$ cat src/rtl/rme_pkg.sv
`timescale 1ns / 1ps
`default_nettype none
package rme_pkg;
    localparam int ATAB_LEN = 24;
    localparam int GUARD = 16;
    localparam int ACC_W = 24;
    localparam logic signed [ACC_W-1:0] ANG_90 = 24'sd2949120;
    localparam int VEC_W = 36;
    localparam int SQ_W = 32;
    localparam int SY_W = 16;

    function automatic logic signed [ACC_W-1:0] atab(input logic [4:0] i);
        logic signed [ACC_W-1:0] v;
        unique case (i)
            5'd0: v = 24'sd1474560;
            5'd1: v = 24'sd870484;
            5'd2: v = 24'sd459940;
            5'd3: v = 24'sd233473;
            5'd4: v = 24'sd117189;
            5'd5: v = 24'sd58652;
            5'd6: v = 24'sd29333;
            5'd7: v = 24'sd14667;
            5'd8: v = 24'sd7334;
            5'd9: v = 24'sd3667;
            5'd10: v = 24'sd1833;
            5'd11: v = 24'sd917;
            5'd12: v = 24'sd458;
            5'd13: v = 24'sd229;
            5'd14: v = 24'sd115;
            5'd15: v = 24'sd57;
            5'd16: v = 24'sd29;
            5'd17: v = 24'sd14;
            5'd18: v = 24'sd7;
            5'd19: v = 24'sd4;
            5'd20: v = 24'sd2;
            5'd21: v = 24'sd1;
            default: v = '0;
        endcase
        return v;
    endfunction

    typedef struct packed {
        logic signed [17:0] y;
        logic signed [17:0] x;
    } t_vec;

    typedef struct packed {
        t_vec roll;
        t_vec alt;
        t_vec yaw;
        logic signed [16:0] ny;
        logic [SQ_W-1:0] sq;
        logic [14:0] thr;
    } t_front;

    typedef struct packed {
        logic signed [15:0] roll;
        logic signed [14:0] pitch;
        logic signed [15:0] yaw;
        logic sing;
    } t_result;
endpackage
`default_nettype wire

$ cat src/rtl/rme_front.sv
`timescale 1ns / 1ps
`default_nettype none
// front: squares the column and picks the operand pairs
module rme_front (
    input  wire logic                i_clk,
    input  wire logic                i_rst_n,
    input  wire logic                i_valid,
    output logic                     o_ready,
    input  wire logic signed [15:0]  i_r00,
    input  wire logic signed [15:0]  i_r10,
    input  wire logic signed [15:0]  i_r20,
    input  wire logic signed [15:0]  i_r21,
    input  wire logic signed [15:0]  i_r22,
    input  wire logic signed [15:0]  i_r11,
    input  wire logic signed [15:0]  i_r12,
    input  wire logic [14:0]         i_thr,
    output logic                     o_valid,
    input  wire logic                i_ready,
    output rme_pkg::t_front          o_data
);
    logic r_valid;
    rme_pkg::t_front r_data;
    assign o_ready = !r_valid || i_ready;

    always_ff @(posedge i_clk) begin
        if (!i_rst_n) begin
            r_valid <= 1'b0;
        end else if (o_ready) begin
            r_valid <= i_valid;
        end
        if (o_ready && i_valid) begin
            r_data.sq <= 32'(i_r00) * 32'(i_r00) + 32'(i_r10) * 32'(i_r10);
            r_data.yaw <= '{y: 18'(i_r10), x: 18'(i_r00)};
            r_data.roll <= '{y: 18'(i_r21), x: 18'(i_r22)};
            r_data.alt <= '{y: -18'(i_r12), x: 18'(i_r11)};
            r_data.ny <= -17'(i_r20);
            r_data.thr <= i_thr;
        end
    end
    assign o_valid = r_valid;
    assign o_data = r_data;
endmodule
`default_nettype wire

$ cat config.mk
export PLATFORM = sky130hd
export DESIGN_NAME = rme_front
export DESIGN_NICKNAME = d
export VERILOG_FILES = /design/src/rtl/rme_pkg.sv /design/src/rtl/rme_front.sv
export SDC_FILE = /design/constraint.sdc
export NUM_CORES = 1
export LEC_CHECK = 0
export ABC_AREA = 1
export BUFFER_PORTS_ARGS = -buffer_cell sky130_fd_sc_hd__buf_4
export CELL_PAD_IN_SITES_DETAIL_PLACEMENT = 0
export CELL_PAD_IN_SITES_GLOBAL_PLACEMENT = 1
export CORE_UTILIZATION = 48
export DETAILED_ROUTE_END_ITERATION = 6
export GPL_TIMING_DRIVEN = 0
export PLACE_DENSITY = 0.94
export SKIP_LAST_GASP = 1
export SYNTH_ARGS = -nofsm -noshare
export SYNTH_HDL_FRONTEND = slang
export SYNTH_SLANG_ARGS = --single-unit
$ cat constraint.sdc
create_clock -name i_clk -period 11.7 [get_ports i_clk]
set_input_delay 0.585 -clock i_clk [delete_from_list [all_inputs] [get_ports i_clk]]
set_output_delay 0.585 -clock i_clk [all_outputs]
set_load 0.02 [all_outputs]
After elaboration in Yosys (flattened, before gate mapping):

Cells that the tools add are included.

* bits in writable memories: 0
* register bits after elaboration: 163
* ROM bits: 0
* latch bits: 0
* memories kept: 0

* bitwise operators: 0
* multiply operators: 2
* $add $sub $neg: 3
* $lt $le $gt $ge: 0
* reduce and logical (&&, ||, !) cells: 3
* shift operators: 0
* equal/unequal tests: 0
* divide/modulo/power cells: 0
* multiplexer cells: 0

Operators with widths (number)
* multiplier 16 x 16 -> 32 bit: 2
* adder 32 bit: 1
* negation 16 -> 18 bit: 1
* negation 16 -> 17 bit: 1
* logical AND 1 bit: 1
* logical NOT 1 bit: 1
* logical OR 1 bit: 1

Logic depth before layout (Yosys ltp):

* depth in word-level cells: 3
* depth in mapped cells: 29
* mapped depth without buffers: 28

Worst setup path after synthesis:

OpenSTA, ideal clock, no wires.

* path type: in2reg
* start: input port i_valid
* end: register r_data (netlist bit o_data[0]) (enable)
* stages: 2
* path slack: 2.553 ns
* arrival: 8.409 ns
* library setup time: 0.738 ns
* data required time: 10.962 ns
* path buffers: 0
* cell sequence: inv_1 > a21oi_1

* longest elaborated chain between the ends: 1

RTL lines
* from (decl): line rme_front.sv:7 `input wire logic i_valid,`
* logical AND 1 bit: line rme_front.sv:31 `if (o_ready && i_valid) begin`
* to (decl): line rme_front.sv:22 `rme_pkg::t_front r_data;`

Every way passes these cells.
A chain may end at the register's enable or synchronous reset.

Final worst setup path:

* start: input port i_r10[1]
* end: register r_data (netlist bit o_data[46]) (data pin)

* longest elaborated chain between the ends: 2

RTL lines
* from (decl): line rme_front.sv:10 `input wire logic signed [15:0] i_r10,`
* multiplier 16 x 16 -> 32 bit: line rme_front.sv:32 `r_data.sq <= 32'(i_r00) * 32'(i_r00) + 32'(i_r10) * 32'(i_r10);`
* adder 32 bit: line rme_front.sv:32

Every way passes these cells.

==> flow_metrics.env <==
export IMPL_fin_crit_ps=8323
export IMPL_initial_core_util=0.4903
export IMPL_syn_area_per_cell_um2=10.16
export IMPL_postCtsSetupBuffers=0
export IMPL_die_w_um=223.5
export IMPL_wl_per_cell_um=19.20
export IMPL_grt_pass1_wl_mm=99.30
export IMPL_layout_drive_gt1_share=0.1417
export IMPL_drtPass1Iterations=5
export IMPL_cts_root_buffer="clkbuf_16"
export IMPL_numCtsBuffers=17
export IMPL_die_area_um2=49970
export IMPL_status="finished, final reports clean"
export IMPL_fin_skew_ps=30.55
export IMPL_cts_hold_buf=0
export IMPL_endpoint_kind="flip-flop"
export IMPL_path_common_cell="fa_1"
export IMPL_grt_overflow_total=0
export IMPL_min_period_over_period=0.7113
export IMPL_areaGrowthSynthToFinish_pct=15.89
export IMPL_finalWeightedCongestion=0.9501
export IMPL_vias_per_cell=4.955
export IMPL_fin_nets=3450
export IMPL_yosys_area_top_type="fa_1"
export IMPL_cp_buffers_inverters=10
export IMPL_clockBufferDepth=2
export IMPL_synth_most_common_cell="inv_1"
export IMPL_antenna_found_initial=1
export IMPL_dp_hpwl_mm=54.93
export IMPL_dp_cells=3243
export IMPL_rsz0062_at_grt="no"
export IMPL_synth_edf_count=162
export IMPL_dr_first_iter_drc_count=943
export IMPL_wl_mm=62.93
export IMPL_synthDistinctLibCells=40
export IMPL_rows=80
export IMPL_clock_sinks=163
export IMPL_regArea_um2=4885
export IMPL_cts_resized=0
export IMPL_drv_cap=0
export IMPL_clkSlewWorstSetupHoldPaths_ps=90
export IMPL_setup_violations=0
export IMPL_netlist_area_um2=23560
export IMPL_io_buffer_count=304
export IMPL_htree_levels=4
export IMPL_finalHoldViolCount=0
export IMPL_drtAntennaViolNets=0
export IMPL_layoutNonFillerInstCount=3277
export IMPL_grt_total_usage=0.2681
export IMPL_drc=0
export IMPL_hold_class="in2reg"
export IMPL_slew_headroom=0.3627
export IMPL_crit_arrival_ps=8590
export IMPL_syn_inst=2319
export IMPL_max_stage_delay_ps=780
export IMPL_ios=305
export IMPL_worstPathRequired_ps=11960
export IMPL_synth_ff_type="edfxtp_1"
export IMPL_cp_slowest_cell="fa_1"
export IMPL_synth_nets=3122
export IMPL_fmax_mhz=120.2
export IMPL_fillers=4122
export IMPL_ys_warn_count=0
export IMPL_cts_tree="done"
export IMPL_ys_seq_area_frac=0.2073
export IMPL_worst_slew_pin_slew_ps=956.0
export IMPL_grt_max_degree=34
export IMPL_ys_ff_latch=163
export IMPL_async_reset_ff_frac=0
export IMPL_utilization=0.5683
export IMPL_cp_max_fo=10
export IMPL_multi_input_area_um2=15470
export IMPL_synth_common_cells="inv_1, fa_1, nand2_1"
export IMPL_dp_slack_ps=2951
export IMPL_netlist_area_leader_share=0.4427
export IMPL_grt_pass1_vias=18250
export IMPL_crit_type="in2reg"
export IMPL_clkLatencyLatePin_ps=500
export IMPL_fin_ws_ps=3377
export IMPL_critical_path_top_delay_family="adder cells"
export IMPL_drv_slew=0
export IMPL_critPathLaunchType="input port"
export IMPL_die_h_um=223.5
export IMPL_ys_top_cells_by_area="fa_1, edfxtp_1, inv_1"
export IMPL_fp_coreArea_um2=48050
export IMPL_dr_total_vias=16240
==> through the flow <==
stage | hold WS, ps | setup TNS, ps | area (um^2)
6_report | 261.2 | 0 | 27300
5_1_grt | 250.4 | 0 | 27300
4_1_cts | 220.7 | 0 | 27300
3_5_place_dp | 574.8 | 0 | 26720
3_3_place_gp | 496.3 | -161240 | 26610
2_1_floorplan | 683.9 | 0 | 23560
==> layer usage <==
metal	routed length, um	track usage	share of wire
met5	0	0	0
met4	2657	0.1242	0.042
met3	4382	0.05653	0.070
met2	32410	0.4712	0.52
met1	23480	0.3142	0.37
==> cell usage in the layout, fill, tap and decap left out, types with 39 or more instances in the layout <==
cell        n
a21oi_1    39
buf_4     314
clkbuf_1   63
edfxtp_1  162
fa_1      521
ha_1      151
inv_1     771
nand2_1   343
nor2_1     69
xor2_1     52
==> cells by family after synthesis <==
logic type / after synthesis / synth area share
adders and majority gates: 672 / 0.5229
DFF: 163 / 0.2073
AOI/OAI and AO/OA: 77 / 0.01875
buffers and inverters: 846 / 0.1364
and+or+nand+nor: 485 / 0.08657
other: 1 / 0.0001592
xor gates and xnor gates: 75 / 0.02788
==> cell type report <==
class	instances	share of cell area
Multi-Input combinational cell	1310	0.5667
Buffer	73	0.01141
Tap cell	615	0.02818
Clock buffer	18	0.01572
Timing Repair Buffer	309	0.08726
Sequential cell	163	0.1789
Antenna cell	2	0.0001833
Clock inverter	14	0.005362
Inverter	773	0.1063
==> registers in the layout, indices dropped and copies added (netlist names) <==
name,count
o_valid,1
o_data,162
==> final timing paths <==
check,from,to,slack (ps),cells after the start
hold reg to reg,o_valid,o_valid,580,2
setup / recovery,i_r10[1],o_data[46],3380,27
hold / removal,i_r10[1],o_data[83],260,1
setup reg to reg,o_valid,o_data[113],9520,4
Power is not shown: default switching activity piles up to over one toggle a cycle in this logic, so the estimate is an artifact.
