==> src/rtl/rme_pkg.sv <==
`timescale 1ns / 1ps
`default_nettype none
package rme_pkg;
    localparam int ATAB_LEN = 24;
    localparam int GUARD = 16;
    localparam int ACC_W = 24;
    localparam logic signed [ACC_W-1:0] ANG_90 = 24'sd2949120;
    localparam int VEC_W = 36;
    localparam int SQ_W = 32;
    localparam int SY_W = 16;

    function automatic logic signed [ACC_W-1:0] atab(input logic [4:0] i);
        logic signed [ACC_W-1:0] v;
        unique case (i)
            5'd0: v = 24'sd1474560;
            5'd1: v = 24'sd870484;
            5'd2: v = 24'sd459940;
            5'd3: v = 24'sd233473;
            5'd4: v = 24'sd117189;
            5'd5: v = 24'sd58652;
            5'd6: v = 24'sd29333;
            5'd7: v = 24'sd14667;
            5'd8: v = 24'sd7334;
            5'd9: v = 24'sd3667;
            5'd10: v = 24'sd1833;
            5'd11: v = 24'sd917;
            5'd12: v = 24'sd458;
            5'd13: v = 24'sd229;
            5'd14: v = 24'sd115;
            5'd15: v = 24'sd57;
            5'd16: v = 24'sd29;
            5'd17: v = 24'sd14;
            5'd18: v = 24'sd7;
            5'd19: v = 24'sd4;
            5'd20: v = 24'sd2;
            5'd21: v = 24'sd1;
            default: v = '0;
        endcase
        return v;
    endfunction

    typedef struct packed {
        logic signed [17:0] y;
        logic signed [17:0] x;
    } t_vec;

    typedef struct packed {
        t_vec roll;
        t_vec alt;
        t_vec yaw;
        logic signed [16:0] ny;
        logic [SQ_W-1:0] sq;
        logic [14:0] thr;
    } t_front;

    typedef struct packed {
        logic signed [15:0] roll;
        logic signed [14:0] pitch;
        logic signed [15:0] yaw;
        logic sing;
    } t_result;
endpackage
`default_nettype wire

==> src/rtl/rme_cordic.sv <==
`timescale 1ns / 1ps
`default_nettype none
// pipelined vectoring cordic atan2, one rotation per stage
module rme_cordic #(
    parameter int STEPS = 16,
    parameter int PW = 1
) (
    input  wire logic                 i_clk,
    input  wire logic                 i_en,
    input  wire rme_pkg::t_vec        i_v,
    input  wire logic signed [15:0]   i_lim,
    input  wire logic [PW-1:0]        i_pass,
    output logic signed [15:0]        o_ang,
    output logic [PW-1:0]             o_pass
);
    localparam int VW = rme_pkg::VEC_W;
    localparam int AW = rme_pkg::ACC_W;

    logic signed [VW-1:0] r_x [STEPS+1];
    logic signed [VW-1:0] r_y [STEPS+1];
    logic signed [AW-1:0] r_a [STEPS+1];
    logic                 r_z [STEPS+1];
    logic signed [15:0]   r_l [STEPS+1];
    logic [PW-1:0]        r_p [STEPS+1];

    logic signed [VW-1:0] n_x0, n_y0;
    logic signed [AW-1:0] n_a0;
    always_comb begin
        n_x0 = VW'(i_v.x);
        n_y0 = VW'(i_v.y);
        n_a0 = '0;
        if (i_v.x < 0) begin
            if (i_v.y >= 0) begin
                n_x0 = VW'(i_v.y);
                n_y0 = -VW'(i_v.x);
                n_a0 = rme_pkg::ANG_90;
            end else begin
                n_x0 = -VW'(i_v.y);
                n_y0 = VW'(i_v.x);
                n_a0 = -rme_pkg::ANG_90;
            end
        end
    end

    always_ff @(posedge i_clk) begin
        if (i_en) begin
            r_x[0] <= n_x0 <<< rme_pkg::GUARD;
            r_y[0] <= n_y0 <<< rme_pkg::GUARD;
            r_a[0] <= n_a0;
            r_z[0] <= (i_v.x == 0) && (i_v.y == 0);
            r_l[0] <= i_lim;
            r_p[0] <= i_pass;
        end
    end

    for (genvar s = 0; s < STEPS; s++) begin : g_st
        logic signed [AW-1:0] tab;
        assign tab = rme_pkg::atab(5'(s));
        always_ff @(posedge i_clk) begin
            if (i_en) begin
                if (r_y[s] >= 0) begin
                    r_x[s+1] <= r_x[s] + (r_y[s] >>> s);
                    r_y[s+1] <= r_y[s] - (r_x[s] >>> s);
                    r_a[s+1] <= r_a[s] + tab;
                end else begin
                    r_x[s+1] <= r_x[s] - (r_y[s] >>> s);
                    r_y[s+1] <= r_y[s] + (r_x[s] >>> s);
                    r_a[s+1] <= r_a[s] - tab;
                end
                r_z[s+1] <= r_z[s];
                r_l[s+1] <= r_l[s];
                r_p[s+1] <= r_p[s];
            end
        end
    end

    logic signed [AW-1:0] rnd;
    logic signed [AW-1:0] lim_e;
    always_comb begin
        rnd = (r_a[STEPS] + AW'(128)) >>> 8;
        lim_e = AW'(r_l[STEPS]);
        if (r_z[STEPS]) o_ang = '0;
        else if (rnd > lim_e) o_ang = r_l[STEPS];
        else if (rnd < -lim_e) o_ang = -r_l[STEPS];
        else o_ang = rnd[15:0];
    end
    assign o_pass = r_p[STEPS];
endmodule
`default_nettype wire

==> config.mk <==
export PLATFORM = sky130hd
export DESIGN_NAME = rme_cordic
export DESIGN_NICKNAME = d
export VERILOG_FILES = /design/src/rtl/rme_pkg.sv /design/src/rtl/rme_cordic.sv
export SDC_FILE = /design/constraint.sdc
export NUM_CORES = 2
export LEC_CHECK = 0
export BUFFER_PORTS_ARGS = -buffer_cell sky130_fd_sc_hd__buf_4
export CAP_MARGIN = 20
export CORE_MARGIN = 2
export CORE_UTILIZATION = 55
export CTS_CLUSTER_DIAMETER = 60
export DETAILED_ROUTE_END_ITERATION = 8
export PLACE_DENSITY_LB_ADDON = 0.12
export SLEW_MARGIN = 20
export SYNTH_ARGS = -nofsm -noshare
export SYNTH_HDL_FRONTEND = slang
export SYNTH_SLANG_ARGS = --single-unit
export TNS_END_PERCENT = 50
==> constraint.sdc <==
create_clock -name i_clk -period 6 [get_ports i_clk]
set_input_delay 0.3 -clock i_clk [delete_from_list [all_inputs] [get_ports i_clk]]
set_output_delay 0.3 -clock i_clk [all_outputs]
set_load 0.005 [all_outputs]
# [Word-level counts from Yosys, hierarchy flattened]
# Memories as Yosys holds them, arrays and structs flattened.
# Index checks and enable logic that the tools add are counted.
# W data, S select, Z words.
[classes] n_addsub=100 n_lt_le_gt_ge=20 n_mux=155 bitwise_logic=48 n_reduce_logical=3
[ops] operator="$mux W36" count=32
[ops] operator="$ge A36 B1 Y1 const B" count=16
[ops] operator="$mux W24" count=18
[ops] operator="$mux W1" count=98
[ops] operator="$mux W20" count=4
[ops] operator="$add A36 B21 Y36" count=2
[ops] operator="$add A36 B22 Y36" count=2
[ops] operator="$add A36 B23 Y36" count=2
[ops] operator="$add A36 B24 Y36" count=2
[ops] operator="$add A36 B25 Y36" count=2
[ops] operator="$add A36 B26 Y36" count=2
[ops] operator="$add A36 B27 Y36" count=2
[ops] operator="$add A36 B28 Y36" count=2
[ops] operator="$add A36 B29 Y36" count=2
[ops] operator="$add A36 B30 Y36" count=2
[ops] operator="$add A36 B31 Y36" count=2
[ops] operator="$add A36 B32 Y36" count=2
[ops] operator="$add A36 B33 Y36" count=2
[ops] operator="$add A36 B34 Y36" count=2
[ops] operator="$add A36 B35 Y36" count=2
[ops] operator="$sub A36 B21 Y36" count=2
[ops] operator="$sub A36 B22 Y36" count=2
[ops] operator="$sub A36 B23 Y36" count=2
[ops] operator="$sub A36 B24 Y36" count=2
[ops] operator="56 further kinds" count=120
[word_totals] ff_bits=0 mem_bits_rw=1938 in_bits=55 out_inout_bits=17 elab_cells=332 n_memories=6
[mem_list] memory="r_x" words=17 word_bits=36 rd=16 rd_clocked_by_memory_dff=0 wr=17 line_no="rme_cordic.sv:19" source="logic signed [VW-1:0] r_x [STEPS+1];"
[mem_list] memory="r_y" words=17 word_bits=36 rd=16 rd_clocked_by_memory_dff=0 wr=17 line_no="rme_cordic.sv:20" source="logic signed [VW-1:0] r_y [STEPS+1];"
[mem_list] memory="r_a" words=17 word_bits=24 rd=17 rd_clocked_by_memory_dff=0 wr=17 line_no="rme_cordic.sv:21" source="logic signed [AW-1:0] r_a [STEPS+1];"
[mem_list] memory="r_l" words=17 word_bits=16 rd=17 rd_clocked_by_memory_dff=0 wr=17 line_no="rme_cordic.sv:23" source="logic signed [15:0] r_l [STEPS+1];"
[mem_list] memory="r_p" words=17 word_bits=1 rd=17 rd_clocked_by_memory_dff=0 wr=17 line_no="rme_cordic.sv:24" source="logic [PW-1:0] r_p [STEPS+1];"
[mem_list] memory="r_z" words=17 word_bits=1 rd=17 rd_clocked_by_memory_dff=0 wr=17 line_no="rme_cordic.sv:22" source="logic r_z [STEPS+1];"

# [Logic depth before layout (Yosys ltp)]
# An unclocked memory read counts as a cell.
[logic_depth] ltp_word=6 mapped_depth=22 depth_no_buf=22

# [Least setup slack after synthesis]
# No wires, ideal clock.
[synth_timing] path_type="input -> register" from="in i_en" to="mem r_x[9][33] in the netlist's numbering, data pin" setup_ns=0.265 t_arrival_ns=4.710 required_ns=5.735 path_slack_ns=1.025 cell_stages=19 n_path_buf=4 path_cell_list="clkbuf_1 buf_1 nand2_1 inv_1 clkbuf_1 buf_1 nor2_1 xnor2_1 ha_1 o21a_1 o21ai_0 nand3_1 a311oi_1 o21ai_1 a31oi_1 o21ai_1 a311oi_2 nor4bb_1 or3_1"
[synth_rtl] item="start, declared" line_no="rme_cordic.sv:9" source="input wire logic i_en,"
[synth_rtl] item="end, declared" line_no="rme_cordic.sv:19"

==> impl_results.md <==
* Status: finished, final reports clean
* Slew headroom at 25.2%
* Rows at 170
* ANT nets after route at 0
* Final worst clock skew at 0.0536 ns
* Required time worst endpoint at ~5.7 ns
* Share of cells above drive strength 1 at 5.21%
* Gpl congestion at 0.994
* Number of global-route vias before repair at 88.0k
* Synth-to-layout area growth at 9.52%
* Initial DRC count at about 7.7k
* Global route overflow at 0
* Clock buffer depth at 3
* GRT Util Overall at roughly 28%
* Inserted Clock Buffers at 185
* Die X at between 400 and 500 um
* Unique cell type count in the Yosys netlist at 108
* Max Clk Rate at 176 MHz
* Fraction of registers with async set/reset at 0%
* DR pass1 iterations at 6
* # IOs at 72
* CTS tree: built
* CP Capture Type: primary output
* Final Cycle Share at 94.9%
* CTS root buf: clkbuf_16
* Per-cell routed wire length at between 20 and 25 um
* Largest net degree at the start of global routing at 95
* DRC errors left at 0
* Final Setup Violations at 0
* Post-Syn Area at roughly 120000 um^2
* Hpwl dp at 249 mm
* Vias at 91.4k
* Die height at 467 um
* Ys Warns at 0
* Die area at between 200000 and 250000 um^2
* Top FF cell, synth: edfxtp_1
* Max-Cap Viols at 0
* Hold Violations, Final at 0
* Hold Crit Class: input pin to flop
* WL final at 315 mm
* RSZ-0062 raised after global routing: yes
* Initial Util at 55.2%
* #FFs+latches synth at about 1.5k
* Most common cell after layout, fill and taps aside: edfxtp_1
* Tmin final at 5.69 ns
* Port-buffer cells at 71
* Core box area at 214000 um^2
* WP data arrival at 5.39 ns
* Clock Pin Slew Worst Setup and Hold Paths at 0.07 ns
* Nets at 13.4k
* Syn Area/Cell at 10.0 um^2
* # placed instances at 14.6k
* WS Path Type: flop to primary output
* Cell count after synthesis at 11.8k
* Initial antenna violation count at 8
* Later-pin clock latency in the skew report at between 0.8 and 0.9 ns
* Post-synthesis sequential area ratio at between 30% and 40%
* Clock H-tree levels at 4
* First-pass GRT wire length at 491 mm
* Max Slew Vio Count at 0
* Number of synthesized flops with an enable pin at 1547
* Worst-margin pin slew at between 1 and 1.5 ns
* CP max FO at 22
* Type of origin of the critical path: flop
* Non-Filler Instances at roughly 15k
* Vias per cell at approximately 6.1
* Most frequent cells in the layout: 1547 x edfxtp_1, 1267 x ha_1, 1116 x xnor2_1, 1053 x a21oi_1, 910 x nor2_1
* Clock Sinks at 1547
layout make-up:
cell class                      instances  area [um^2]
Antenna cell                            9         22.5
Clock buffer                          211         4730
Clock inverter                        128         1640
Fill cell                           17900        84700
Inverter                              450         1690
Multi-Input combinational cell       9574        69100
Sequential cell                      1547        46500
Tap cell                             2838         3550
Timing Repair Buffer                  259         2160
worst max-delay path: stages (launching register included):
cell	delay, ns
edfxtp_1	0.46
inv_1	0.13
nand3_1	0.16
or3_1	0.41
nor3_1	0.18
buf_4	0.17
nand3_1	0.07
buf_4	0.18
nor4_1	0.23
xnor2_1	0.20
inv_1	0.07
ha_1	0.30
nand4_1	0.11
nor2_1	0.16
a21oi_1	0.09
o211a_1	0.12
a21oi_1	0.24
o221ai_4	0.26
buf_4	0.29
o311ai_0	0.50
buf_4	0.20
metal layers:
metal | wire length (um) | vias to the layer above | track usage (%)
met3 | 17600 | 540 | 3.58
met4 | 10500 | 0 | 9.56
met2 | 147000 | 2554 | 46.4
met5 | 0 | - | 0
met1 | 141000 | 43900 | 38.6
li1 | - | 44400 | -
kinds of logic after synthesis:
logic type / count (synthesis) / share of synthesized area [%]
mux: 64 / 0.564
other cells: 1 / 0.00318
compound gates: 3434 / 18.6
simple gates: 3072 / 12.7
buf+inv: 694 / 2.22
xor+xnor: 1699 / 12.6
fa+ha+maj: 1303 / 14.0
flops: 1547 / 39.3
timing repair:
item	CTS	global route
hold buffers	77	0
gates cloned	0	0
buffers inserted	0	5
gates resized for setup	1	8
endpoints found under the setup margin	1	16
endpoints found under the hold margin	69	0
path summary, 6_finish.rpt:
path | startpoint | to | slack (ns) | cells after the start
hold reg to reg | r_l[14][0] | r_l[15][0] | 0.38 | 0
setup reg to reg | r_x[13][15] | r_y[14][34] | 0.51 | 15
setup / recovery | r_l[16][2] | o_ang[1] | 0.31 | 20
hold / removal | i_lim[0] | r_l[0][0] | 0.15 | 2
synthesized netlist by cell type (all sizes together), types with 21 or more instances:
cell type	instances	area (um^2)
a211o	29	254
a211oi	87	681
a21boi	24	180
a21o	507	3810
a21oi	1053	5270
a221o	22	220
a221oi	24	216
a311oi	26	259
a31o	24	210
a31oi	101	638
a41oi	25	219
and2	56	352
and3	111	694
and4	25	219
buf	32	138
clkbuf	212	797
edfxtp	1547	46500
fa	36	721
ha	1267	15900
inv	448	1680
mux2i	44	440
nand2	691	2590
nand2b	201	1260
nand3	196	981
nand3b	27	203
nand4	76	475
nor2	912	3440
nor2b	180	1130
nor3	250	1270
nor4	98	619
o211ai	44	335
o21a	172	1290
o21ai	752	3770
o21bai	121	908
o22ai	21	131
o311ai	23	201
o31a	26	228
o31ai	154	1180
o41ai	75	702
or2	53	334
or3	106	678
or4	44	334
xnor2	1116	9770
xor2	583	5110
sequential cells by signal (all words and copies together) (netlist names):
register,cells
r_p,17
r_x,448
r_a,334
r_y,459
r_l,272
r_z,17
through the flow:
stage	setup WS (ns)	util, %	area [um^2]	setup TNS (ns)	hold slack, ns
2_1_floorplan	1.02	-	118000	0	0.399
3_3_place_gp	0.668	57.0	122000	0	0.400
3_5_place_dp	0.660	57.0	122000	0	0.405
4_1_cts	0.0255	60.4	129000	0	0.0726
5_1_grt	-0.0906	60.4	129000	-0.221	0.103
6_report	0.308	60.4	129000	0	0.149
Power is not shown: default switching activity piles up to over one toggle a cycle in this logic, so the estimate is an artifact.
