## src/rtl/rme_isqrt.sv

```systemverilog
`timescale 1ns / 1ps
`default_nettype none
// pipelined restoring square root, one result bit per stage
module rme_isqrt #(
    parameter int W = 32,
    parameter int PW = 1
) (
    input  wire logic            i_clk,
    input  wire logic            i_en,
    input  wire logic [W-1:0]    i_n,
    input  wire logic [PW-1:0]   i_pass,
    output logic [W/2-1:0]       o_root,
    output logic [PW-1:0]        o_pass
);
    localparam int N = W / 2;
    logic [W-1:0]   r_n [N+1];
    logic [W-1:0]   r_res [N+1];
    logic [PW-1:0]  r_pass [N+1];

    assign r_n[0] = i_n;
    assign r_res[0] = '0;
    assign r_pass[0] = i_pass;

    for (genvar s = 0; s < N; s++) begin : g_st
        logic [W-1:0] bitv;
        logic [W-1:0] t;
        logic [W-1:0] n_n;
        logic [W-1:0] n_res;
        always_comb begin
            bitv = {{(W-1){1'b0}}, 1'b1} << (W - 2 - 2 * s);
            t = r_res[s] + bitv;
            if (r_n[s] >= t) begin
                n_n = r_n[s] - t;
                n_res = (r_res[s] >> 1) + bitv;
            end else begin
                n_n = r_n[s];
                n_res = r_res[s] >> 1;
            end
        end
        logic [W-1:0] r_nq, r_rq;
        logic [PW-1:0] r_pq;
        always_ff @(posedge i_clk) begin
            if (i_en) begin
                r_nq <= n_n;
                r_rq <= n_res;
                r_pq <= r_pass[s];
            end
        end
        assign r_n[s+1] = r_nq;
        assign r_res[s+1] = r_rq;
        assign r_pass[s+1] = r_pq;
    end

    assign o_root = r_res[N][N-1:0];
    assign o_pass = r_pass[N];
endmodule
`default_nettype wire

```

## config.mk

```make
export PLATFORM = sky130hd
export DESIGN_NAME = rme_isqrt
export DESIGN_NICKNAME = d
export VERILOG_FILES = /design/src/rtl/rme_isqrt.sv
export SDC_FILE = /design/constraint.sdc
export NUM_CORES = 1
export LEC_CHECK = 0
export ABC_AREA = 1
export BUFFER_PORTS_ARGS = -buffer_cell sky130_fd_sc_hd__buf_4
export CAP_MARGIN = 20
export CORE_ASPECT_RATIO = 1.25
export CORE_MARGIN = 2
export CORE_UTILIZATION = 64
export DETAILED_ROUTE_END_ITERATION = 8
export PLACE_DENSITY_LB_ADDON = 0.1
export SETUP_SLACK_MARGIN = 0.02
export SYNTH_ARGS = -nofsm -noshare
export SYNTH_HDL_FRONTEND = slang
export SYNTH_SLANG_ARGS = --single-unit
```

## constraint.sdc

```tcl
create_clock -name i_clk -period 2.4 [get_ports i_clk]
set_input_delay 0.24 -clock i_clk [delete_from_list [all_inputs] [get_ports i_clk]]
set_output_delay 0.24 -clock i_clk [all_outputs]
set_load 0.05 [all_outputs]
```

# ---- After elaboration in Yosys (flattened, before gate mapping)
# Index checks and enable logic that the tools add are counted.
dict set report totals {
  mem_count 0
  input_bits 35
  latchBits 0
  register_bits 992
  ramBits 0
  elab_cells 153
  output_inout_bits 17
  rom_bits 0
}
dict set report classes {
  mul 0
  addsub 45
  reduce_logical 0
  div 0
  eq_ne 0
  n_mux 31
  bitwise 0
  n_shift 0
  magnitude_cmp 16
}
# cell count
set ops {}
lappend ops {{$ge A32 B32 Y1} 15}
lappend ops {{$mux W32} 15}
lappend ops {{$mux W31} 15}
lappend ops {{$sub A32 B32 Y32} 14}
lappend ops {{$add A31 B11 Y32 const B} 1}
lappend ops {{$add A31 B13 Y32 const B} 1}
lappend ops {{$add A31 B15 Y32 const B} 1}
lappend ops {{$add A31 B17 Y32 const B} 1}
lappend ops {{$add A31 B19 Y32 const B} 1}
lappend ops {{$add A31 B21 Y32 const B} 1}
lappend ops {{$add A31 B23 Y32 const B} 1}
lappend ops {{$add A31 B25 Y32 const B} 1}
lappend ops {{$add A31 B27 Y32 const B} 1}
lappend ops {{$add A31 B29 Y32 const B} 1}
lappend ops {{$add A31 B3 Y32 const B} 1}
lappend ops {{$add A31 B5 Y32 const B} 1}
lappend ops {{$add A31 B7 Y32 const B} 1}
lappend ops {{$add A31 B9 Y32 const B} 1}
lappend ops {{$add A32 B1 Y32 const B} 1}
lappend ops {{$add A32 B11 Y32 const B} 1}
lappend ops {{$add A32 B13 Y32 const B} 1}
lappend ops {{$add A32 B15 Y32 const B} 1}
lappend ops {{$add A32 B17 Y32 const B} 1}
lappend ops {{$add A32 B19 Y32 const B} 1}
lappend ops {{other kinds (13)} 13}

# ---- Longest topological paths before layout
# Gate-level depths: netlist of run 1.
dict set report logic_depth {
  depth_word 3
  mapped_depth 14
}

# ---- Worst setup path after synthesis of run 1
# Ideal clock, no wire load.
dict set report synth_path {
  kind {register to register}
  start {register g_st[12].r_nq[15]}
  end {register g_st[13].r_nq[10] (data pin)}
  setup_time_ns 0.257
  synth_period_minus_slack_ns 1.969
  path_stages_with_launch 10
  path_slack_ns 0.431
  arrival_time_ns 1.712
  required_ns 2.143
  path_buffers 1
  cell_sequence {edfxtp_1 -> ha_1 -> nand2_1 -> nand2_1 -> o21bai_1 -> a21oi_2 -> nand2_4 -> nor2_8 -> buf_8 -> o21ai_2}
}
dict set report synth_between {
  elab_chain_len 2
}
# element line
set synth_rtl {}
lappend synth_rtl {{from (decl)} 40} ;# logic [W-1:0] r_nq, r_rq;
lappend synth_rtl {{from (signal assigned)} 44} ;# r_nq <= n_n;
lappend synth_rtl {{$ge A32 B32 Y1} 32} ;# if (r_n[s] >= t) begin
lappend synth_rtl {{$mux W32} 32}
lappend synth_rtl {{net g_st[13].n_n[10]} 27} ;# logic [W-1:0] n_n;
lappend synth_rtl {{to (signal assigned)} 44}
lappend synth_rtl {{to (decl)} 40}
# The timed path passes the listed nets, and every way through them passes these cells.
# A chain may end at the register's enable or synchronous reset.

# ---- Final worst setup path of run 1
dict set report layout_path {
  start {register g_st[3].r_rq[24]}
  end {register g_st[4].r_nq[31] (data pin)}
}
dict set report layout_between {
  elab_chain_len 3
}
# element line
set layout_rtl {}
lappend layout_rtl {{from (decl)} 40}
lappend layout_rtl {{from (signal assigned)} 45} ;# r_rq <= n_res;
lappend layout_rtl {{$add A32 B23 Y32 (*)} 31} ;# t = r_res[s] + bitv;
lappend layout_rtl {{$sub A32 B32 Y32 or $ge A32 B32 Y1 (tied branches)} {33, 32}}
lappend layout_rtl {{$mux W32 (*)} 32}
lappend layout_rtl {{net g_st[4].n_n[31]} 27}
lappend layout_rtl {{to (signal assigned)} 44}
lappend layout_rtl {{to (decl)} 40}
# Mark *: on every way through the listed nets, which the timed path passes. The rest lies on a longest branch.

==> flow_results.org, run 1 <==
** Detailed routing
- Wire segments on met2 add up to 50400 um in the final route.
- In this run the top signal layer used is met4.
- Number of DRC markers in iteration 0 :: 2920
- Detailed-routing wirelength on met1 :: 35400 um
- Dividing the detail-routed via count by the number of cells gives 5.88.
- Number of detailed-route iterations in the first pass :: 7
- Total vias in the final route :: 27.6k
- Routed wl met3 :: 7050 um
- In the routed design, unresolved DRC markers number 0.
- Number of nets still failing antenna checks after routing :: 0
- For this block, the routed nets add up to 98400 um of wire.
- Average wire per cell in the routed design :: 21.0 um

** GRT
- The via count of the first global-routing pass is 27.0k.
- Largest net degree at the start of global routing :: 94
- The first global-routing pass estimated 148000 um of wire.
- The number of antenna violations at the first check in global routing came to 0.
- For this run the aggregate overflow at the end of global routing stands at 0.
- For this run, the total global-route usage over all layers was measured as 0.349.

** CTS
- TritonCTS Buffers :: 61
- The H-tree was split into 2 levels.
- Maximum clock insertion buffer count :: 3
- The tree built by TritonCTS fans out to 632 sinks.
- Root Buffer :: sky130_fd_sc_hd__clkbuf_16
- The later pin in the worst-skew pair is clocked with a latency of 680 ps.
- Clock-pin slew reported for the worst setup and hold paths after clock tree synthesis :: 90 ps
- TritonCTS clock tree :: done

** STA
- Clock period minus worst slack :: 2420 ps
- Unrepaired setup endpoints after global routing :: yes
- Derived from the worst setup path, the maximum achievable clock frequency is 0.412 GHz.
- The final number of max-transition violations is 0.
- In the post-route analysis, the smallest setup slack over all paths is -24.3 ps.
- Max_slew headroom :: 0.571
- Setup violations remaining at the end of the flow were counted as 4.
- For the pin with the worst max-slew slack, the measured transition is 637 ps.
- Final worst path period share :: 1.01
- Worst setup skew after layout :: 72.8 ps
- Final Hold Viols :: 0
- Post-route setup TNS :: -54.1 ps

** Critical path
- Crit path max-delay family :: simple AND/OR/NAND/NOR gates
- Data required time of the critical path :: 2920 ps
- Maximum fanout along the worst path :: 5
- For the worst setup path, the data arrival time is 2940 ps.
- CP bufs+invs :: 2
- In this design, the critical path's most frequently occurring cell is sky130_fd_sc_hd__nand2_1.
- The critical path is of the flip-flop to flip-flop type.
- Crit. End Element :: flip-flop
- Master of the slowest instance on the critical path :: sky130_fd_sc_hd__edfxtp_1
- Crit path launch type :: flip-flop
- The largest single stage delay on the critical path is 420 ps.
- Worst path cell trace :: inv_1 -> ha_1 -> inv_1 -> o21bai_1 -> nand2_1 -> nand2_1 -> nand2_1 -> nand3_1 -> or2_2 -> a21oi_4

** Synth
- In this run, synthesis inferred 632 flip-flops with an integrated enable.
- The synthesized-area fraction occupied by ao, oa, aoi and oai cells came to 0.0570.
- Most instantiated flip-flop cell in the synthesis netlist :: sky130_fd_sc_hd__edfxtp_1
- Total number of yosys warnings :: 0
- After synthesis the netlist holds a flip-flop and latch count of 632.
- When the netlist entered floorplanning its net count stood at 3852.
- By area, the combinational part of the netlist is dominated by simple AND/OR/NAND/NOR gates.
- Synth async-reset ratio :: 0
- Post-synthesis adder-cell area fraction :: 0.0549
- Total standard cell area after synthesis :: 34200 um^2
- Of the total synthesized cell area, the portion taken by XOR and XNOR cells is 0.0279.
- Basic-gate share of the synthesized area counting and, or, nand and nor cells :: 0.235
- Dividing the synthesized area by the synthesized cell count gives 9.32 um^2.
- Sequential cell area fraction in the yosys report :: 0.555
- Multiplexer area fraction after synthesis :: 0
- Synthesis instantiated 48 different standard cells from the library.
- Gate count of the mapped netlist :: 3667

** Place
- After legalization and detailed placement, the total HPWL measured 69800 um.
- Final weighted congestion in routability-driven placement :: 0.954
- PortBufs :: 51
- At the placement stage, the worst setup path has a slack of -111 ps.
- Including well taps, the total number of placed cells is 4505.

** Floorplanning
- The die is 211 um wide.
- The initial utilization of the core area, before any placement, comes to 0.649.
- The die covers 55300 um^2.
- Number of placement rows :: 94
- Die height :: 262 um
- 52 I/O pins were placed.
- Floorplan Core Area :: 52700 um^2

** Final layout
- In the layout the commonest cells are 1048 x sky130_fd_sc_hd__nand2_1, 632 x sky130_fd_sc_hd__edfxtp_1, 548 x sky130_fd_sc_hd__inv_1, 333 x sky130_fd_sc_hd__nor2_1, 211 x sky130_fd_sc_hd__nand3_1.
- Total area of sequential cells :: 19000 um^2
- Fin nets :: 4150
- From synthesis to final layout, the design area changed by 15.5%.
- Measured on the finished design, the core utilization comes to 0.749.
- The number of antenna diodes in the final layout is 0.
- Leading cell type in the layout, fill and taps excluded :: sky130_fd_sc_hd__nand2_1
- Summing all multi-input logic gate instances after layout gives 13100 um^2.
- Fraction of layout cells with a size suffix above 1 :: 0.138
- The finished layout holds 4690 standard cells, fillers aside.
- Number of fill cells :: 3494

** Run status
- Result of the run :: complete, but fails checks
- Violations in the final reports :: setup timing

** Power
- Static power due to leakage :: 17.1 nW
- Total power draw :: 0.0330 W
- For this design the ratio of total power to cell area is 835 nW/um^2.
- IR analysis of the VDD net gives a maximum drop of 0.684 mV.

** Worst hold path
- Class of the worst hold path :: primary input to flip-flop

** Flow run
- Number of max-cap violations :: 0
[cell usage after synthesis, types with 3 or more instances]
cell type	instances	area share
sky130_fd_sc_hd__nor2_1	346	0.038
sky130_fd_sc_hd__nand2_4	3	0.00099
sky130_fd_sc_hd__inv_2	17	0.0019
sky130_fd_sc_hd__buf_8	3	0.0013
sky130_fd_sc_hd__nand4_1	68	0.012
sky130_fd_sc_hd__nand3_1	217	0.032
sky130_fd_sc_hd__a21o_1	3	0.00066
sky130_fd_sc_hd__o21a_1	3	0.00066
sky130_fd_sc_hd__or2_2	13	0.0024
sky130_fd_sc_hd__buf_4	3	0.00066
sky130_fd_sc_hd__edfxtp_1	632	0.56
sky130_fd_sc_hd__nor4_1	25	0.0046
sky130_fd_sc_hd__buf_6	15	0.0049
sky130_fd_sc_hd__a21boi_0	6	0.0013
sky130_fd_sc_hd__o21ai_2	43	0.011
sky130_fd_sc_hd__nor2_2	14	0.0026
sky130_fd_sc_hd__nand2_1	1056	0.12
sky130_fd_sc_hd__ha_1	150	0.055
sky130_fd_sc_hd__xor2_1	49	0.013
sky130_fd_sc_hd__nor3b_1	5	0.0011
sky130_fd_sc_hd__a21oi_1	113	0.017
sky130_fd_sc_hd__a21oi_2	43	0.011
sky130_fd_sc_hd__o21bai_1	8	0.0018
sky130_fd_sc_hd__buf_2	5	0.00073
sky130_fd_sc_hd__nand3b_1	31	0.0068
sky130_fd_sc_hd__xnor2_1	60	0.015
sky130_fd_sc_hd__and2_1	3	0.00055
sky130_fd_sc_hd__nor2_4	7	0.0023
sky130_fd_sc_hd__o21ai_1	18	0.0026
sky130_fd_sc_hd__inv_1	550	0.060
sky130_fd_sc_hd__nand3_2	7	0.0020
sky130_fd_sc_hd__nor3_1	47	0.0069
sky130_fd_sc_hd__o21ai_0	71	0.010
sky130_fd_sc_hd__nand2_2	12	0.0022
[flip-flops by register name (all words and copies together) (netlist names)]
name and count:
o_pass 1, g_st.r_nq 480, g_st.r_rq 136, g_st.r_pq 15
[path summary, 6_finish.rpt]
| check | from | end | slack (ps) | cells past startpoint |
|---|---|---|---|---|
| max | g_st[3].r_rq[24]$_DFFE_PP_ | g_st[4].r_nq[31]$_DFFE_PP_ | -20 | 10 |
| min | i_n[5] | g_st[0].r_nq[5]$_DFFE_PP_ | 270 | 2 |
| max reg2reg | g_st[3].r_rq[24]$_DFFE_PP_ | g_st[4].r_nq[31]$_DFFE_PP_ | -20 | 10 |
| min reg2reg | g_st[12].r_pq$_DFFE_PP_ | g_st[13].r_pq$_DFFE_PP_ | 410 | 0 |
[cell type report]
| cell class | count | area share |
|---|---|---|
| Sequential cell | 632 | 0.481 |
| Clock buffer | 65 | 0.0390 |
| Timing Repair Buffer | 260 | 0.0590 |
| Multi-Input combinational cell | 2441 | 0.332 |
| Inverter | 569 | 0.0544 |
| Clock inverter | 51 | 0.0133 |
| Tap cell | 672 | 0.0213 |
[report_power, final]
| part | switching, W | internal (W) |
|---|---|---|
| combinational | 0.00513 | 0.00292 |
| clock | 0.00456 | 0.00539 |
| sequential | 0.00111 | 0.0139 |
| total | 0.0108 | 0.0222 |
[per-stage QoR]
step	cell area (um^2)	hold slack [ps]
6_report	39500	272
5_1_grt	39500	269
4_1_cts	38900	250
3_5_place_dp	36400	405
3_3_place_gp	36400	405
2_1_floorplan	34200	339
[logic make-up (layout without fill, tap and decap cells)]
logic type / after synthesis / count (layout)
xor+xnor: 109 / 109
buf+inv: 596 / 945
simple gates: 1867 / 1869
compound gates: 313 / 313
flops: 632 / 632
fa+ha+maj: 150 / 150
[timing repair]
| item | in CTS | in global routing |
|---|---|---|
| buffers inserted | 1 | 27 |
| hold buffers | 34 | 0 |
| pin swaps | 2 | 10 |
| resized for setup | 10 | 70 |
| endpoints found under the setup margin | 45 | 144 |
| hold endpoints to repair | 45 | 0 |
| gates cloned | 0 | 7 |
[metal layers]
| metal | global-route usage | vias to the layer above |
|---|---|---|
| met5 | 0 | - |
| met4 | 0.164 | 0 |
| met3 | 0.0451 | 396 |
| met2 | 0.629 | 1464 |
| met1 | 0.411 | 13000 |
| li1 | - | 12800 |
(Power assumes the default switching activity.)
==> inputs of run 2 (changes only) <==
- RECOVER_POWER: not set -> 25
==> run 2 against run 1 <==
The run now ends clean; final cell count unchanged; worst hold slack gained 19 ps; register-to-register slack better by 30 ps; critical endpoint is now g_st[4].r_nq[29]$_DFFE_PP_.
==> flow_results.org, run 2 (synthesized netlist as in run 1, its figures left out) <==
** Run status
- The flow ran to the end, and the final reports show no timing, DRC or antenna violations.

** Critical path
- Data required time of the critical path :: 2850 ps
- The endpoint identified for the worst register-to-register timing path is g_st[4].r_nq[29]$_DFFE_PP_.
- Crit path kind :: flip-flop to flip-flop
- Largest incremental delay on the critical path :: 410 ps
- Of all nets on the critical path, the largest fanout is 5.
- The worst register-to-register path begins at g_st[3].r_rq[24]$_DFFE_PP_.
- Crit path launch type :: flip-flop
- CP bufs+invs :: 3
- Worst reg-to-reg setup slack :: 2 ps
- Master of the slowest instance on the critical path :: sky130_fd_sc_hd__edfxtp_1
- Cell type with the highest occurrence count on the critical path :: sky130_fd_sc_hd__nand2_1
- Measured in cells, the most critical reg-to-reg path has a length of 11.
- The worst setup path is captured at a flip-flop.
- Data arrival at the endpoint of the critical path :: 2850 ps
- The signal on the critical path passes through inv_1 -> ha_1 -> inv_1 -> nor3_1 -> nand2_1 -> nand3_1 -> nand2_1 -> nand4_1 -> nand2_1 -> nand2_1 -> inv_1.
- Crit path max-delay family :: simple AND/OR/NAND/NOR gates

** STA
- Derived from the worst setup path, the maximum achievable clock frequency is 0.417 GHz.
- Final worst path period share :: 0.999
- Worst setup skew after layout :: 73.9 ps
- Setup repair after global routing could not meet its margin everywhere.
- Final Hold Viols :: 0
- Clock period minus worst slack :: 2400 ps
- Setup violations remaining at the end of the flow were counted as 0.
- Headroom to the max-slew limit came out at 0.607.
- Final max-slew violation count :: 0
- Worst slew pin tran :: 588 ps

** Worst hold path
- The worst hold path passes through 2 cells.
- Class of the worst hold path :: primary input to flip-flop
- The startpoint identified for the worst hold timing path is i_n[5].
- The path with the worst hold slack has its endpoint at g_st[0].r_nq[5]$_DFFE_PP_.

** Final layout
- 0 antenna diodes ended up in the layout.
- The largest registers in the layout are g_st.r_nq (480), g_st.r_rq (136), g_st.r_pq (15).
- Fin nets :: 4150
- The register with the most flip-flops in the layout has 480 of them.
- Fill cells in the final layout number 3518.
- Area Overhead vs Synth :: 15.4%
- In the final layout, the share of cells above drive strength 1 is 0.135.
- Leading cell types in the layout, fill and taps excluded :: 1048 x sky130_fd_sc_hd__nand2_1, 632 x sky130_fd_sc_hd__edfxtp_1, 548 x sky130_fd_sc_hd__inv_1, 333 x sky130_fd_sc_hd__nor2_1, 211 x sky130_fd_sc_hd__nand3_1
- Leaving out fill and tap cells, the most frequent cell in the layout is sky130_fd_sc_hd__nand2_1.
- Largest register by flop count :: g_st.r_nq
- Total non-filler cell area in the finished layout :: 39400 um^2

** GRT
- Final global-route overflow total :: 0
- Largest net degree at the start of global routing :: 94
- The number of antenna violations at the first check in global routing is 0.
- The first global-routing pass estimated 148000 um of wire.
- GRT Resource Usage Total :: 0.349
- Via count of the first global-routing pass :: 27.0k

** CTS
- Clock latency reported for the late side of the worst-skew pair :: 680 ps
- CTS built an H-tree with a depth of 2.
- Counting the buffers created by CTS gives 61.
- Clock-pin slew reported for the worst setup and hold paths after clock tree synthesis :: 90 ps
- Clock net sink count :: 632
- Root Buffer :: sky130_fd_sc_hd__clkbuf_16
- TritonCTS built the clock tree.
- Maximum clock insertion buffer count :: 3

** Detailed routing
- Drt total wl :: 98300 um
- Total vias in the final route :: 27.6k
- Dividing the detail-routed wire length by the instance count gives 21.0 um.
- The first routing iteration left 2993 violations.
- Number of nets still failing antenna checks after routing :: 0
- In the routed layout, each cell is associated on average with a via count of 5.89.
- The first detailed-routing pass took 6 iterations.
- After detailed routing, the number of remaining DRC violations is 0.

** Place
- PortBufs :: 51
- Detailed placement ended at an HPWL of 69800 um.
- In this run the cell area measured after placement is 36400 um^2.
- At the end of routability-driven placement, the weighted congestion stood at 0.954.

** Floorplanning
- The die covers 55300 um^2.
- The initial utilization of the core area, before any placement, comes to 0.649.
- Number of placement rows :: 94
- Number of I/O pins :: 52
- In this run the vertical extent of the chip is 262 um.
- The core region is 52700 um^2.
- Horizontal die dimension :: 211 um

** Power
- Dividing total power by cell area gives a power density of 836 nW/um^2.
- The design draws 0.0330 W.
- Summed over all cells, the static leakage comes to 17.1 nW.
- The worst-case IR drop observed on VDD is 0.682 mV.

** Flow run
- Number of max-cap violations :: 0
-- run 2: power by group --
group	internal, W	leakage, nW	total [W]	switching, W
Sequential	0.0139	6.07	0.0150	0.00111
Clock	0.00539	0.994	0.00995	0.00456
Combinational	0.00291	10.0	0.00803	0.00512
-- run 2: final cells by class --
class / instances / area [um^2] / share of cell area
Clock inverter: 51 / 527 / 0.0134
Multi-Input combinational cell: 2441 / 13100 / 0.333
Clock buffer: 65 / 1540 / 0.0391
Tap cell: 672 / 841 / 0.0213
Timing Repair Buffer: 260 / 2280 / 0.0578
Sequential cell: 632 / 19000 / 0.481
Inverter: 569 / 2150 / 0.0545
-- run 2: per-stage QoR --
step / util / setup slack [ps] / setup TNS, ps / std cells / hold WS (ps)
finish: 0.749 / 1.62 / 0 / 4690 / 291
global route: 0.749 / -70.3 / -992 / 4690 / 291
CTS: 0.738 / 23.1 / 0 / 4656 / 250
detailed placement: 0.691 / -111 / -776 / 4505 / 405
global placement: 0.691 / -55.9 / -83.0 / 4505 / 405
floorplan: - / 431 / 0 / 3667 / 339
-- run 2: timing repair --
| item | 4_1_cts | 5_1_grt |
|---|---|---|
| hold buffers | 34 | 0 |
| pin swaps | 2 | 10 |
| setup buffers | 1 | 27 |
| resized for setup | 10 | 70 |
| gates cloned | 0 | 7 |
| endpoints found under the hold margin | 45 | 0 |
| endpoints found under the setup margin | 45 | 144 |
-- run 2: worst max path at each step --
stage                                 from                           to  depth (start not counted)
2_1_floorplan  g_st[12].r_nq[15]$_DFFE_PP_  g_st[13].r_nq[10]$_DFFE_PP_                          9
3_3_place_gp   g_st[11].r_rq[18]$_DFFE_PP_  g_st[12].r_nq[26]$_DFFE_PP_                         12
3_5_place_dp   g_st[11].r_nq[19]$_DFFE_PP_  g_st[12].r_nq[26]$_DFFE_PP_                         11
4_1_cts         g_st[12].r_rq[6]$_DFFE_PP_  g_st[13].r_nq[19]$_DFFE_PP_                         13
5_1_grt         g_st[13].r_nq[3]$_DFFE_PP_  g_st[14].r_nq[22]$_DFFE_PP_                         11
6_report        g_st[3].r_rq[24]$_DFFE_PP_   g_st[4].r_nq[29]$_DFFE_PP_                         11
-- run 2: metal layers --
layer	vias to the layer above	GRT usage	routed length [um]
met5	-	0	0
met4	0	0.164	5750
met3	411	0.0451	7030
met2	1527	0.629	50200
met1	12900	0.411	35300
li1	12700	-	-
